## config.mk

```make
export PLATFORM = sky130hd
export DESIGN_NAME = ppmu_ctrl
export DESIGN_NICKNAME = d
export VERILOG_FILES = /design/src/hw/rtl/ppmu_pkg.sv /design/src/hw/rtl/ppmu_ctrl.sv
export SDC_FILE = /design/constraint.sdc
export NUM_CORES = 1
export LEC_CHECK = 0
export BUFFER_PORTS_ARGS = -buffer_cell sky130_fd_sc_hd__buf_2
export CORE_AREA = 4 4 53 91
export CTS_CLUSTER_SIZE = 16
export DETAILED_ROUTE_END_ITERATION = 16
export DIE_AREA = 0 0 57 95
export PLACE_DENSITY = 0.73
export SYNTH_ARGS = -nofsm -noshare
export SYNTH_HDL_FRONTEND = slang
export SYNTH_SLANG_ARGS = --single-unit
export TNS_END_PERCENT = 1
```

## constraint.sdc

```tcl
create_clock -name clk_i -period 2.7 [get_ports clk_i]
set_input_delay 0 -clock clk_i [delete_from_list [all_inputs] [get_ports clk_i]]
set_output_delay 0 -clock clk_i [all_outputs]
set_load 0.005 [all_outputs]
```

## src/hw/rtl/ppmu_pkg.sv

```systemverilog
`default_nettype none

package ppmu_pkg;

  localparam logic signed [31:0] GravityReset = -32'sd642253;
  localparam logic [27:0] OneQ16 = 28'd65536;

  typedef enum logic [0:0] {
    CMD_SPAWN = 1'b0,
    CMD_TICK  = 1'b1
  } command_e;

  typedef enum logic [2:0] {
    ST_IDLE,
    ST_SPAWN,
    ST_READ,
    ST_EVAL,
    ST_MUL,
    ST_POS,
    ST_WB,
    ST_FLUSH
  } state_e;

  typedef enum logic [1:0] {
    OUT_SPAWN,
    OUT_MID,
    OUT_LAST,
    OUT_EMPTY
  } out_kind_e;

  // one pool entry as stored in the particle memory
  typedef struct packed {
    logic signed [31:0] pos_x;
    logic signed [31:0] pos_y;
    logic signed [31:0] pos_z;
    logic signed [31:0] vel_x;
    logic signed [31:0] vel_y;
    logic signed [31:0] vel_z;
    logic [23:0]        life;
    logic [19:0]        drag;
    logic [31:0]        angle;
    logic signed [31:0] spin;
  } rec_t;

  localparam int RecW = $bits(rec_t);

  typedef struct packed {
    logic      dt_load;
    logic      spawn_we;
    logic      upd_we;
    logic      eval_load;
    logic      mul_load;
    logic      pos_load;
    logic      hold_load;
    logic      out_load;
    out_kind_e out_kind;
    logic      spawn_ok;
  } cmd_t;

  typedef struct packed {
    logic dead;
  } sts_t;

  function automatic logic signed [31:0] sat32(input logic signed [41:0] x);
    logic signed [31:0] r;
    if (x[41:31] == {11{x[41]}}) begin
      r = x[31:0];
    end else if (x[41]) begin
      r = {1'b1, {31{1'b0}}};
    end else begin
      r = {1'b0, {31{1'b1}}};
    end
    return r;
  endfunction

endpackage

`default_nettype wire

```

## src/hw/rtl/ppmu_ctrl.sv

```systemverilog
`default_nettype none

module ppmu_ctrl #(
  parameter int PoolSize = 64
) (
  input  wire logic                        clk_i,
  input  wire logic                        rst_ni,
  input  wire logic                        in_valid_i,
  output logic                             in_ready_o,
  input  wire logic                        command_i,
  output logic                             out_valid_o,
  input  wire logic                        out_ready_i,
  output ppmu_pkg::cmd_t                   cmd_o,
  input  wire ppmu_pkg::sts_t              sts_i,
  output logic [$clog2(PoolSize)-1:0]      waddr_o,
  output logic [$clog2(PoolSize)-1:0]      raddr_o
);
  import ppmu_pkg::*;

  localparam int AW = $clog2(PoolSize);
  localparam int CW = $clog2(PoolSize + 1);
  localparam logic [CW-1:0] Full = CW'(PoolSize);

  state_e        state_q, state_d;
  logic [CW-1:0] cnt_q, cnt_d, i_q, i_d, src_q, src_d;
  logic          hold_q, hold_d, ok_q, ok_d, out_q, out_d;
  logic          accept, out_free;
  logic [CW-1:0] cnt_m1, i_p1;

  assign accept   = in_valid_i && in_ready_o;
  assign out_free = !out_q || out_ready_i;
  assign cnt_m1   = cnt_q - CW'(1);
  assign i_p1     = i_q + CW'(1);
  assign in_ready_o  = (state_q == ST_IDLE);
  assign out_valid_o = out_q;
  assign raddr_o     = src_q[AW-1:0];

  always_comb begin
    state_d = state_q;
    cnt_d   = cnt_q;
    i_d     = i_q;
    src_d   = src_q;
    hold_d  = hold_q;
    ok_d    = ok_q;
    unique case (state_q)
      ST_IDLE: begin
        if (accept) begin
          if (command_i == CMD_SPAWN) begin
            ok_d    = (cnt_q < Full);
            cnt_d   = (cnt_q < Full) ? cnt_q + CW'(1) : cnt_q;
            state_d = ST_SPAWN;
          end else begin
            i_d     = '0;
            src_d   = '0;
            hold_d  = 1'b0;
            state_d = (cnt_q == '0) ? ST_FLUSH : ST_READ;
          end
        end
      end
      ST_SPAWN: if (out_free) state_d = ST_IDLE;
      ST_READ:  state_d = ST_EVAL;
      ST_EVAL: begin
        if (sts_i.dead) begin
          // last entry takes the dead slot, same slot looked at again
          cnt_d = cnt_m1;
          if (i_q < cnt_m1) begin
            src_d   = cnt_m1;
            state_d = ST_READ;
          end else begin
            state_d = ST_FLUSH;
          end
        end else begin
          state_d = ST_MUL;
        end
      end
      ST_MUL: state_d = ST_POS;
      ST_POS: state_d = ST_WB;
      ST_WB: begin
        if (!hold_q || out_free) begin
          hold_d = 1'b1;
          i_d    = i_p1;
          src_d  = i_p1;
          state_d = (i_p1 < cnt_q) ? ST_READ : ST_FLUSH;
        end
      end
      ST_FLUSH: begin
        if (out_free) begin
          hold_d  = 1'b0;
          state_d = ST_IDLE;
        end
      end
      default: state_d = ST_IDLE;
    endcase
  end

  always_comb begin
    cmd_o          = '0;
    cmd_o.out_kind = OUT_EMPTY;
    cmd_o.spawn_ok = ok_q;
    waddr_o        = i_q[AW-1:0];
    unique case (state_q)
      ST_IDLE: begin
        cmd_o.dt_load  = accept && (command_i == CMD_TICK);
        cmd_o.spawn_we = accept && (command_i == CMD_SPAWN) && (cnt_q < Full);
        waddr_o        = cnt_q[AW-1:0];
      end
      ST_SPAWN: begin
        cmd_o.out_load = out_free;
        cmd_o.out_kind = OUT_SPAWN;
      end
      ST_EVAL: cmd_o.eval_load = 1'b1;
      ST_MUL:  cmd_o.mul_load  = 1'b1;
      ST_POS:  cmd_o.pos_load  = 1'b1;
      ST_WB: begin
        if (!hold_q || out_free) begin
          cmd_o.upd_we    = 1'b1;
          cmd_o.hold_load = 1'b1;
          cmd_o.out_load  = hold_q;
          cmd_o.out_kind  = OUT_MID;
        end
      end
      ST_FLUSH: begin
        cmd_o.out_load = out_free;
        cmd_o.out_kind = hold_q ? OUT_LAST : OUT_EMPTY;
      end
      default: ;
    endcase
  end

  assign out_d = cmd_o.out_load ? 1'b1 : (out_q && !out_ready_i);

  always_ff @(posedge clk_i or negedge rst_ni) begin
    if (!rst_ni) begin
      state_q <= ST_IDLE;
      cnt_q   <= '0;
      i_q     <= '0;
      src_q   <= '0;
      hold_q  <= 1'b0;
      ok_q    <= 1'b0;
      out_q   <= 1'b0;
    end else begin
      state_q <= state_d;
      cnt_q   <= cnt_d;
      i_q     <= i_d;
      src_q   <= src_d;
      hold_q  <= hold_d;
      ok_q    <= ok_d;
      out_q   <= out_d;
    end
  end

  // after a death the old last entry sits at index cnt_q and is read from there
  a_cnt_bound: assert property (@(posedge clk_i) disable iff (!rst_ni) cnt_q <= Full)
    else $error("live count beyond pool size");
  a_read_live: assert property (@(posedge clk_i) disable iff (!rst_ni)
    state_q == ST_READ |-> (i_q < cnt_q && src_q <= cnt_q && i_q <= src_q))
    else $error("read outside live entries");
  a_wb_live: assert property (@(posedge clk_i) disable iff (!rst_ni)
    cmd_o.upd_we |-> i_q < cnt_q)
    else $error("write-back outside live entries");
  a_idle_hold: assert property (@(posedge clk_i) disable iff (!rst_ni)
    state_q == ST_IDLE |-> !hold_q)
    else $error("survivor left pending after tick");

endmodule

`default_nettype wire

```

## Word-level counts from Yosys, hierarchy flattened

Index checks and enable logic that the tools add are counted.

| word-level totals | value |
|---|---|
| register bits | 26 |
| input bits | 6 |
| output and inout bits | 25 |
| logic and storage cells | 91 |

| operators by class | value |
|---|---|
| add/subtract/negate cells | 3 |
| $lt $le $gt $ge | 3 |
| eq/ne operators | 16 |
| mux-type cells | 38 |
| bitwise operators | 1 |
| reductions and logical operators | 23 |

Operators by type and width:

| operator | number |
|---|---|
| two-way mux 7 bit | 7 |
| one-hot mux 7 bit (2 select lines) | 2 |
| two-way mux 3 bit | 8 |
| one-hot mux 3 bit (7 select lines) | 1 |
| two-way mux 6 bit | 3 |
| one-hot mux 6 bit (3 select lines) | 1 |
| adder 7 x 1 -> 7 bit, second input constant | 2 |
| less-than comparator 7 bit | 2 |
| == test 3 bit, second input constant | 4 |
| two-way mux 1 bit | 12 |
| != test 2 bit, second input constant | 5 |
| AND reduction 5 bit | 2 |
| one-hot mux 3 bit (3 select lines) | 1 |
| != test 2 x 1 -> 1 bit, second input constant | 4 |
| zero test 7 bit | 1 |
| less-than comparator 7 bit, second input constant | 1 |
| subtractor 7 x 1 -> 7 bit, second input constant | 1 |
| == test 3 x 2 -> 1 bit, second input constant | 2 |
| AND reduction 3 bit | 2 |
| AND reduction 6 bit | 1 |
| nonzero test 3 bit | 2 |
| logical AND 1 bit | 5 |
| two-way mux 4 bit | 1 |
| AND reduction 4 bit | 1 |
| 9 further kinds | 13 |

## Longest topological paths before layout

Gate-level depths: netlist (run 1).

| logic depth | value |
|---|---|
| word-level depth | 6 |
| depth in mapped cells | 12 |
| gate-level depth less buffers | 11 |

## Least setup slack after synthesis (run 1)

OpenSTA, ideal clock, no wires.

| timing path | value |
|---|---|
| path type | flip-flop to flip-flop |
| start | register cnt_q[0] |
| end | register src_q[0] |
| library setup time | 0.125 ns |
| arrival | 2.522 ns |
| required time | 2.575 ns |
| setup slack | 0.053 ns |
| stages on the path, launching flop included | 13 |
| buffers on the path | 1 |
| clock period less this slack | 2.647 ns |
| cell sequence | dfrtp_1 > clkbuf_2 > inv_1 > ha_1 > nand3_1 > xnor2_1 > ha_1 > inv_1 > a2111oi_0 > nor3_1 > a31oi_2 > o21ai_4 > mux2_2 |

| on the way | value |
|---|---|
| cells in the longest elaborated chain, start to end | 4 |
| elaborated cells between the ends (all ways) | 7 |
| classes of those cells | 1 x add/sub; 1 x order compare; 1 x eq/ne; 3 x mux; 1 x reduce/logical |

RTL lines:

| item | line | text |
|---|---|---|
| from (decl) | ppmu_ctrl.sv:25 | `logic [CW-1:0] cnt_q, cnt_d, i_q, i_d, src_q, src_d;` |
| from (signal assigned) | ppmu_ctrl.sv:143 | `cnt_q <= cnt_d;` |
| subtractor 7 x 1 -> 7 bit (*) | ppmu_ctrl.sv:32 | `assign cnt_m1 = cnt_q - CW'(1);` |
| less-than comparator 7 bit / two-way mux 6 bit (equally long branches) | ppmu_ctrl.sv:66 | `if (i_q < cnt_m1) begin` |
| != test 2 bit (no line) / two-way mux 6 bit (equally long branches) | -- |  |
| AND reduction 6 bit (no line) / one-hot mux 6 bit (3 select lines) (equally long branches) | -- |  |
| to (signal assigned) | ppmu_ctrl.sv:145 | `src_q <= src_d;` |
| to (decl) | ppmu_ctrl.sv:25 |  |

Every way passes the cells marked *; elsewhere a longest branch is shown, timed or not. The select of a mux whose other input is x is not followed.
A chain may end at the register's enable or synchronous reset.

## Worst setup path after layout (run 1)

| timing path | value |
|---|---|
| start | register cnt_q[3] |
| end | register src_q[5] |

The elaborated chain is that of the path after synthesis.

==> impl_metrics.csv, run 1 <==
group,metric,value,unit
clocking,cts.sink_count,26,
logic_synthesis,synth_area_leaders,"dfrtp_1, ha_1, nand2_1",
global_routing,grt_max_degree,27,
worst_setup_path,crit_family,"simple AND/OR/NAND/NOR gates",
logic_synthesis,ys_ff_latch,26,
power_and_ir_drop,p_per_area,1120,nW/µm²
worst_setup_path,crit_required,2860,ps
worst_setup_path,arrival,2740,ps
timing,hold-worst-slack,77.4,ps
worst_setup_path,cp-start-kind,"flop",
global_routing,grt_pass1_vias,1822,
hold_path,min_path_type,"in2reg",
layout,nNetsFinal,305,
clocking,clk_path_buf_depth,2,
timing,relSlewSlack,54.6,%
logic_synthesis,synth.most_common_cell,"nand2_1",
logic_synthesis,yosysWarningCount,0,
floorplanning,num_rows,31,
timing,period_minus_slack,2580,ps
logic_synthesis,synthesis.area,2010,µm²
worst_setup_path,critPathKind,"reg2reg",
logic_synthesis,avgSynthCellArea,8.25,µm²
clocking,path_clk_slew,90,ps
timing,clock_skew,6.02,ps
route,wl_per_cell,15.8,µm
logic_synthesis,syn_nets,264,
clocking,worstSkewPairLatency,270,ps
route,firstDrtPassIters,4,
global_routing,antenna_found_initial,0,
route,num_vias,1885,
placed_design,dp_hpwl,4020,µm
worst_setup_path,worst-path-buf-inv,0,
job,cap_violations,0,
timing,rsz0062_at_grt,"true",
global_routing,grt_usage,20.1,%
route,wl,5260,µm
placed_design,io_buffers,30,
worst_setup_path,crit_chain,"or3_4, nor2_2, nand2_1, xnor2_2, ha_1, nand4_1, a31oi_2, o21ai_4, mux2_2",
route,drt_iter0_markers,62,
layout,area_delta_synth_final,18.5,%
logic_synthesis,async_reset_ff_share,100,%
clocking,root_buffer,"clkbuf_8",
outcome,status,"complete, no violations",
clocking,htree_levels,1,
global_routing,grt_pass1_wl,8540,µm
layout,insertedDiodeCount,0,
logic_synthesis,yosys-top-cells-count,"nand2_1, dfrtp_1, o21ai_0",
worst_setup_path,cp_max_fo,6,
floorplanning,coreArea,4110,µm²
floorplanning,dieArea,5420,µm²
power_and_ir_drop,ir_drop,0.736,mV
logic_synthesis,synth_cells,244,
timing,setup_violations,0,
power_and_ir_drop,power_leakage,1.17,nW
floorplanning,fp.dieH,95,µm
timing,hold_viol,0,
route,drc_errors,0,
logic_synthesis,synth-edff-count,0,
worst_setup_path,crit_slowest_cell,"dfrtp_2",
clocking,cts_inserted_buffers,3,
timing,post-route-period-util,95.5,%
logic_synthesis,yosys_most_used_dff,"dfrtp_1",
logic_synthesis,yosys.area.top_type_share,32.3,%
floorplanning,pin_count,31,
worst_setup_path,critical_path.endpoint_type,"flop",
worst_setup_path,crit_path_max_incr_delay,460,ps
layout,drive_above_1_share,26.1,%
global_routing,gr-total-overflow,0,
timing,worst_pin_slew,679,ps
route,ant_nets,0,
logic_synthesis,synth_top_area_cell,"dfrtp_1",
logic_synthesis,yosysSeqAreaShare,32.3,%
placed_design,place_congestion,0.831,
floorplanning,die_x,57,µm
timing,final_max_slew_viol_count,0,
floorplanning,start_util,48.9,%
clocking,cts_tree,"yes",
timing,max_freq,388,MHz
power_and_ir_drop,p_total,2.66,mW
logic_synthesis,synth_cell_type_count,50,
route,routed_via_density,5.66,
## metal layers
metal / global-route usage, % / up-vias / wire [µm]
li1: - / 941 / -
met1: 23.9 / 884 / 2190
met2: 36.5 / 48 / 2760
met3: 1.92 / 12 / 159
met4: 7.35 / 0 / 151
met5: 0 / - / 0
## worst min-delay path, delay by kind of cell
family,cells,cell delay [ps]
buffers and inverters,1,80
and+or+nand+nor,2,220
## what timing repair did
| item | CTS | global route |
|---|---|---|
| hold buffers | 1 | 0 |
| resized for setup | 0 | 10 |
| endpoints found under the setup margin | 4 | 8 |
| pin swaps | 1 | 5 |
| cloned | 0 | 0 |
| hold endpoints to repair | 26 | 0 |
| buffers inserted | 0 | 2 |
## power by group
part	internal (mW)	switching, mW
Combinational	0.763	0.935
Clock	0.131	0.126
Sequential	0.541	0.168
## cell usage in the layout (no fill, tap or decap), drive strengths merged, types with 3 or more instances in the layout
| cell type | synthesis | layout |
|---|---|---|
| o22ai | 3 | 3 |
| a21o | 4 | 4 |
| a31oi | 3 | 3 |
| ha | 14 | 14 |
| nor2 | 16 | 16 |
| xor2 | 4 | 4 |
| a21oi | 16 | 16 |
| and3 | 3 | 3 |
| nand2 | 33 | 33 |
| o21ai | 25 | 25 |
| buf | 7 | 49 |
| nand3b | 3 | 3 |
| nand3 | 12 | 12 |
| nor3 | 3 | 3 |
| dfrtp | 26 | 26 |
| nor2b | 5 | 5 |
| inv | 16 | 16 |
| clkbuf | 7 | 4 |
| mux2 | 6 | 6 |
| or3 | 4 | 4 |
| xnor2 | 8 | 8 |
## worst paths after layout
| kind | from | end | slack, ps | cells past startpoint |
|---|---|---|---|---|
| worst max-delay path | cnt_q[3]$_DFFE_PN0P_ | src_q[5]$_DFFE_PN0P_ | 120 | 9 |
| worst min-delay path | out_ready_i | out_valid_o$_DFF_PN0_ | 80 | 3 |
| worst max register to register | cnt_q[3]$_DFFE_PN0P_ | src_q[5]$_DFFE_PN0P_ | 120 | 9 |
| worst min register to register | ok_q$_DFFE_PN0P_ | ok_q$_DFFE_PN0P_ | 470 | 1 |
| max in group asynchronous | rst_ni | cnt_q[2]$_DFFE_PN0P_ | 2000 | 2 |
| min in group asynchronous | rst_ni | state_q[2]$_DFFE_PN0P_ | 270 | 2 |
## metrics by stage
stage	cell area, µm²	TNS (ps)	utilization [%]	setup slack [ps]	instances
final	2380	0	58.0	121	333
after global routing	2380	-77.0	58.0	-23.0	333
after CTS	2330	0	56.8	3.18	331
after detailed placement	2270	-6.49	55.2	-6.29	326
after global placement	2270	0	55.2	106	326
after floorplan	2010	0	-	52.9	244
## flip-flops by register name, summed over array words and instances, names as in the netlist
| name | cells |
|---|---|
| ok_q | 1 |
| cnt_q | 7 |
| state_q | 3 |
| out_valid_o | 1 |
| src_q | 6 |
| i_q | 7 |
| hold_q | 1 |
## logic make-up (layout without fill, tap and decap cells)
kind of cell / Yosys count / in the layout / share of synthesized area [%]
mux: 7 / 7 / 3.86
fa+ha+maj: 14 / 14 / 8.71
xor+xnor: 12 / 12 / 5.22
compound gates: 69 / 69 / 22.5
buf+inv: 30 / 70 / 7.09
flops: 26 / 26 / 32.3
simple gates: 86 / 86 / 20.3
## layout make-up
| type | count | area, µm² |
|---|---|---|
| multi-input cells | 188 | 1250 |
| repair buffers | 50 | 303 |
| clock buffers | 4 | 55.1 |
| flip-flops and latches | 26 | 653 |
| well taps | 49 | 61.3 |
| inverters | 16 | 60.1 |
| fillers | 413 | 1730 |
(Power assumes the default switching activity.)
==> run 2: changes to the inputs <==
- BUFFER_PORTS_ARGS: -buffer_cell sky130_fd_sc_hd__buf_2 -> not set
- CORE_AREA: 4 4 53 91 -> 4 4 50 86
- DIE_AREA: 0 0 57 95 -> 0 0 54 90
- DONT_BUFFER_PORTS: not set -> 1
- PLACE_DENSITY: 0.73 -> 0.74
==> run 2 against run 1 <==
  * The run now ends with hold timing left
  * Global-route usage is 4.2 points higher
  * Sequential power is 3.4% higher
  * Critical path type unchanged
  * Die area is 10% lower
  * Highest routed layer unchanged
  * Cell area is 0.58% higher
==> impl_metrics.csv, run 2 (synthesis gave the netlist of run 1 again) <==
group,metric,value,unit
timing,setup_violations,0,
route,routed_via_density,6.16,
global_routing,gr-total-overflow,0,
worst_setup_path,cp_max_fo,8,
floorplanning,fp.dieH,90,µm
global_routing,grt_pass1_wl,8870,µm
timing,max_freq,381,MHz
power_and_ir_drop,p_total,2.83,mW
route,route.met3.wl,372,µm
timing,rsz0062_at_grt,"true",
timing,clock_skew,5.01,ps
global_routing,grt_usage,24.3,%
power_and_ir_drop,power_leakage,1.09,nW
timing,post-route-period-util,97.2,%
timing,hold_viol,1,
placed_design,dp_hpwl,4120,µm
timing,final_max_slew_viol_count,0,
route,routed.top_layer,"met4",
layout,seqCellArea,653,µm²
layout,insertedDiodeCount,0,
outcome,violations,"hold timing",
global_routing,grt_max_degree,27,
layout,final_cell_mix,"nand2_1, o21ai_0, dfrtp_1",
clocking,cts.sink_count,26,
route,wl,5570,µm
layout,drive_above_1_share,21.8,%
clocking,clk_path_buf_depth,2,
timing,worst_pin_slew,687,ps
route,firstDrtPassIters,4,
route,m1WireLength,2050,µm
floorplanning,pin_count,31,
placed_design,place_area,2110,µm²
power_and_ir_drop,p_per_area,1180,nW/µm²
hold_path,min_path_type,"in2reg",
job,cap_violations,0,
layout,postLayoutCoreUtil,66.7,%
outcome,status,"finished, violations left",
layout,multi_input_area,1330,µm²
floorplanning,dieArea,4860,µm²
floorplanning,coreArea,3590,µm²
route,ant_nets,0,
clocking,worstSkewPairLatency,270,ps
global_routing,antenna_found_initial,0,
timing,period_minus_slack,2630,ps
placed_design,place_ws,-5.38,ps
layout,fin_area,2400,µm²
timing,relSlewSlack,54.0,%
worst_setup_path,crit_slowest_cell,"dfrtp_2",
worst_setup_path,crit_chain,"or3_4, nor2_4, nand2_1, xnor2_2, ha_1, nand4_1, a31oi_4, o21ai_4, mux2_2",
timing,setup_ws,74.7,ps
clocking,path_clk_slew,90,ps
clocking,root_buffer,"clkbuf_8",
route,drt_iter0_markers,85,
route,dr_wl_met2,2910,µm
worst_setup_path,crit_required,2870,ps
timing,hold-worst-slack,-5.94,ps
route,drc_errors,0,
worst_setup_path,arrival,2790,ps
route,num_vias,1890,
worst_setup_path,critical_path.endpoint_type,"flop",
clocking,cts_tree,"yes",
layout,fillers,294,
worst_setup_path,critPathKind,"reg2reg",
clocking,htree_levels,1,
layout,layout_commonest_cell,"nand2_1",
floorplanning,num_rows,29,
global_routing,grt_pass1_vias,1874,
layout,area_delta_synth_final,19.2,%
floorplanning,start_util,56.0,%
worst_setup_path,cp-start-kind,"flop",
worst_setup_path,crit_path_max_incr_delay,500,ps
power_and_ir_drop,ir_drop,0.738,mV
route,wl_per_cell,18.1,µm
placed_design,io_buffers,0,
layout,top_regs,"cnt_q (7), i_q (7), src_q (6)",
clocking,cts_inserted_buffers,3,
layout,nNetsFinal,282,
floorplanning,die_x,54,µm
placed_design,place_congestion,0.869,
-- run 2: changes by cell type in the layout (fill, tap and decap cells not counted), moves of 2 or more --
| cell | change |
|---|---|
| buf_2 | -30 |
| buf_4 | +3 |
| dlygate4sd3_1 | +2 |
| xnor2_1 | -2 |
| xnor2_2 | +2 |
-- run 2: metrics by stage --
step | instances | hold slack [ps] | TNS [ps]
2_1_floorplan | 244 | -296 | 0
3_3_place_gp | 293 | -295 | 0
3_5_place_dp | 293 | -295 | -24.3
4_1_cts | 301 | 0.813 | 0
5_1_grt | 307 | 41.9 | -287
6_report | 307 | -5.94 | 0
-- run 2: power breakdown --
part / leakage (nW) / switching (mW) / total (mW) / internal [mW]
combinational: 0.721 / 0.988 / 1.77 / 0.780
sequential: 0.331 / 0.191 / 0.733 / 0.542
clock: 0.0357 / 0.128 / 0.327 / 0.198
total: 1.09 / 1.31 / 2.83 / 1.52
-- run 2: per-layer routing --
metal | track usage (%) | vias up
met2 | 40.7 | 94
met3 | 3.31 | 21
met4 | 11.9 | 0
met5 | 0 | -
met1 | 28.9 | 885
li1 | - | 890
-- run 2: worst max-delay path: cells and delay by family (launching register included) --
family                   cells  cell delay (ps)
flip-flops                   1              500
adder cells (fa/ha/maj)      1              310
AO/OA/AOI/OAI                2              420
AND/OR/NAND/NOR              4              760
XOR/XNOR                     1              150
multiplexers                 1              370
-- run 2: area by class of cell --
cell class / instances / area share, %
flip-flops and latches: 26 / 27.2
repair buffers: 27 / 9.45
multi-input cells: 188 / 55.4
clock buffers: 3 / 1.72
clock inverters: 1 / 1.25
well taps: 46 / 2.40
inverters: 16 / 2.51
-- run 2: path summary, 6_finish.rpt --
check | slack (ps) | start | endpoint | depth (start not counted)
setup / recovery | 70 | cnt_q[2]$_DFFE_PN0P_ | src_q[3]$_DFFE_PN0P_ | 9
setup reg to reg | 70 | cnt_q[2]$_DFFE_PN0P_ | src_q[3]$_DFFE_PN0P_ | 9
min in group asynchronous | 160 | rst_ni | src_q[4]$_DFFE_PN0P_ | 2
hold reg to reg | 520 | ok_q$_DFFE_PN0P_ | ok_q$_DFFE_PN0P_ | 1
max in group asynchronous | 2370 | rst_ni | cnt_q[3]$_DFFE_PN0P_ | 2
hold / removal | -6 | sts_i | state_q[1]$_DFFE_PN0P_ | 3
-- run 2: what timing repair did --
item | CTS | global route
endpoints found under the setup margin | 6 | 7
gates resized for setup | 1 | 22
setup buffers | 0 | 6
hold buffers | 4 | 0
endpoints found under the hold margin | 28 | 0
pin swaps | 0 | 6
==> run 3: changes to the inputs <==
- CORE_AREA: 4 4 50 86 -> 4 4 51 88
- DIE_AREA: 0 0 54 90 -> 0 0 55 92
- PLACE_DENSITY: 0.74 -> 0.71
==> run 3 against run 2 <==
  * The flow now finishes without violations
  * Sequential power fell by 0.8%
  * Global-route usage fell by 0.60 points
  * Total power shrank 2.0%
  * Die area up 4.1%
  * Cell area fell by 0.73%
  * Worst setup slack lost 8.1 ps
  * Wire length shrank 0.63%
  * Critical endpoint is now src_q[1]$_DFFE_PN0P_
==> impl_metrics.csv, run 3 (synthesis gave the netlist of run 1 again) <==
group,metric,value,unit
route,routed_via_density,6.13,
worst_setup_path,critPathKind,"reg2reg",
timing,rsz0062_at_grt,"true",
timing,post-route-period-util,97.5,%
layout,nNetsFinal,282,
floorplanning,dieArea,5060,µm²
worst_setup_path,crit_chain,"or3_4, nor2_4, nand2_1, xnor2_2, ha_1, a41oi_2, a31oi_2, o21ai_4, mux2_2",
global_routing,grt_pass1_wl,9000,µm
route,firstDrtPassIters,6,
timing,setup_ws,66.7,ps
worst_setup_path,crit_path_max_incr_delay,460,ps
floorplanning,num_rows,30,
outcome,status,"complete, no violations",
layout,area_delta_synth_final,18.3,%
global_routing,grt_pass1_vias,1875,
clocking,cts.sink_count,26,
floorplanning,pin_count,31,
placed_design,place_ws,-13.8,ps
worst_setup_path,cp-start-kind,"flop",
worst_setup_path,cp_max_fo,7,
timing,hold_viol,0,
layout,fillers,323,
clocking,htree_levels,1,
clocking,cts_tree,"yes",
power_and_ir_drop,power_leakage,1.08,nW
layout,layout_commonest_cell,"nand2_1",
clocking,cts_inserted_buffers,3,
worst_setup_path,crit_family,"simple AND/OR/NAND/NOR gates",
power_and_ir_drop,p_per_area,1160,nW/µm²
route,drc_errors,0,
floorplanning,fp.dieH,92,µm
clocking,worstSkewPairLatency,280,ps
global_routing,gr-total-overflow,0,
layout,top_regs,"cnt_q (7), i_q (7), src_q (6)",
timing,final_max_slew_viol_count,0,
global_routing,grt_usage,23.7,%
worst_setup_path,crit_slowest_cell,"dfrtp_2",
clocking,path_clk_slew,100,ps
timing,max_freq,380,MHz
timing,relSlewSlack,49.8,%
clocking,root_buffer,"clkbuf_8",
worst_setup_path,crit_required,2870,ps
hold_path,min_path_type,"in2reg",
route,wl_per_cell,17.9,µm
floorplanning,coreArea,3790,µm²
timing,worst_pin_slew,746,ps
timing,setup_violations,0,
global_routing,antenna_found_initial,0,
worst_setup_path,worst-path-buf-inv,0,
route,drt_iter0_markers,98,
route,ant_nets,0,
worst_setup_path,arrival,2810,ps
layout,drive_above_1_share,20.7,%
route,num_vias,1894,
placed_design,io_buffers,0,
job,cap_violations,0,
clocking,clk_path_buf_depth,2,
layout,postLayoutCoreUtil,62.8,%
layout,final_cell_mix,"nand2_1, o21ai_0, dfrtp_1",
placed_design,dp_hpwl,4070,µm
route,wl,5530,µm
worst_setup_path,critical_path.endpoint_type,"flop",
layout,insertedDiodeCount,0,
floorplanning,die_x,55,µm
placed_design,place_congestion,0.832,
timing,clock_skew,4.00,ps
floorplanning,start_util,53.1,%
global_routing,grt_max_degree,27,
power_and_ir_drop,ir_drop,0.756,mV
timing,period_minus_slack,2630,ps
[run 3: power breakdown]
| part | internal [mW] | switching (mW) | leakage, nW |
|---|---|---|---|
| logic | 0.758 | 0.951 | 0.717 |
| clock network | 0.199 | 0.137 | 0.0357 |
| registers | 0.542 | 0.186 | 0.331 |
[run 3: path summary, 6_finish.rpt]
check | start | slack, ps | cells after the start | endpoint
worst min-delay path | out_ready_i | 40 | 3 | hold_q$_DFFE_PN0P_
worst max register to register | cnt_q[3]$_DFFE_PN0P_ | 70 | 9 | src_q[1]$_DFFE_PN0P_
max in group asynchronous | rst_ni | 2320 | 2 | cnt_q[2]$_DFFE_PN0P_
worst min register to register | ok_q$_DFFE_PN0P_ | 520 | 1 | ok_q$_DFFE_PN0P_
min in group asynchronous | rst_ni | 210 | 2 | src_q[0]$_DFFE_PN0P_
worst max-delay path | cnt_q[3]$_DFFE_PN0P_ | 70 | 9 | src_q[1]$_DFFE_PN0P_
[run 3: tightest hold or removal path: stages]
cell and delay, ps:
nor2b_1 60, o21ai_0 160, a21oi_1 60
[run 3: what timing repair did]
action / CTS / global route
pin swaps: 2 / 5
setup buffers: 1 / 1
cloned: 0 / 0
setup endpoints to repair: 6 / 8
resized for setup: 4 / 15
hold buffers: 5 / 0
endpoints found under the hold margin: 29 / 0
[run 3: per-stage QoR]
step | std cells | total power [mW] | hold WS (ps) | area (µm²) | setup TNS (ps)
floorplan | 244 | 1.77 | -296 | 2010 | 0
global placement | 298 | 2.19 | -295 | 2140 | 0
detailed placement | 298 | 2.23 | -295 | 2140 | -53.9
CTS | 308 | 2.61 | 46.3 | 2290 | 0
global route | 309 | 2.99 | 75.4 | 2380 | -67.3
finish | 309 | 2.77 | 41.8 | 2380 | 0
[run 3: layer usage]
| metal | track usage, % | wire, µm | vias to the layer above |
|---|---|---|---|
| li1 | - | - | 894 |
| met1 | 28.4 | 2130 | 906 |
| met2 | 40.5 | 2920 | 72 |
| met3 | 3.25 | 282 | 22 |
| met4 | 9.13 | 200 | 0 |
| met5 | 0 | 0 | - |
[run 3: final cells by class]
cell class                 count  area, µm²  area share (%)
tap                           48       60.1            2.52
inverter                      16       60.1            2.52
clock buffer                   3       41.3            1.74
multi-input combinational    188       1310            55.0
sequential                    26        653            27.4
clock inverter                 1       30.0            1.26
timing repair buffer          27        225            9.46
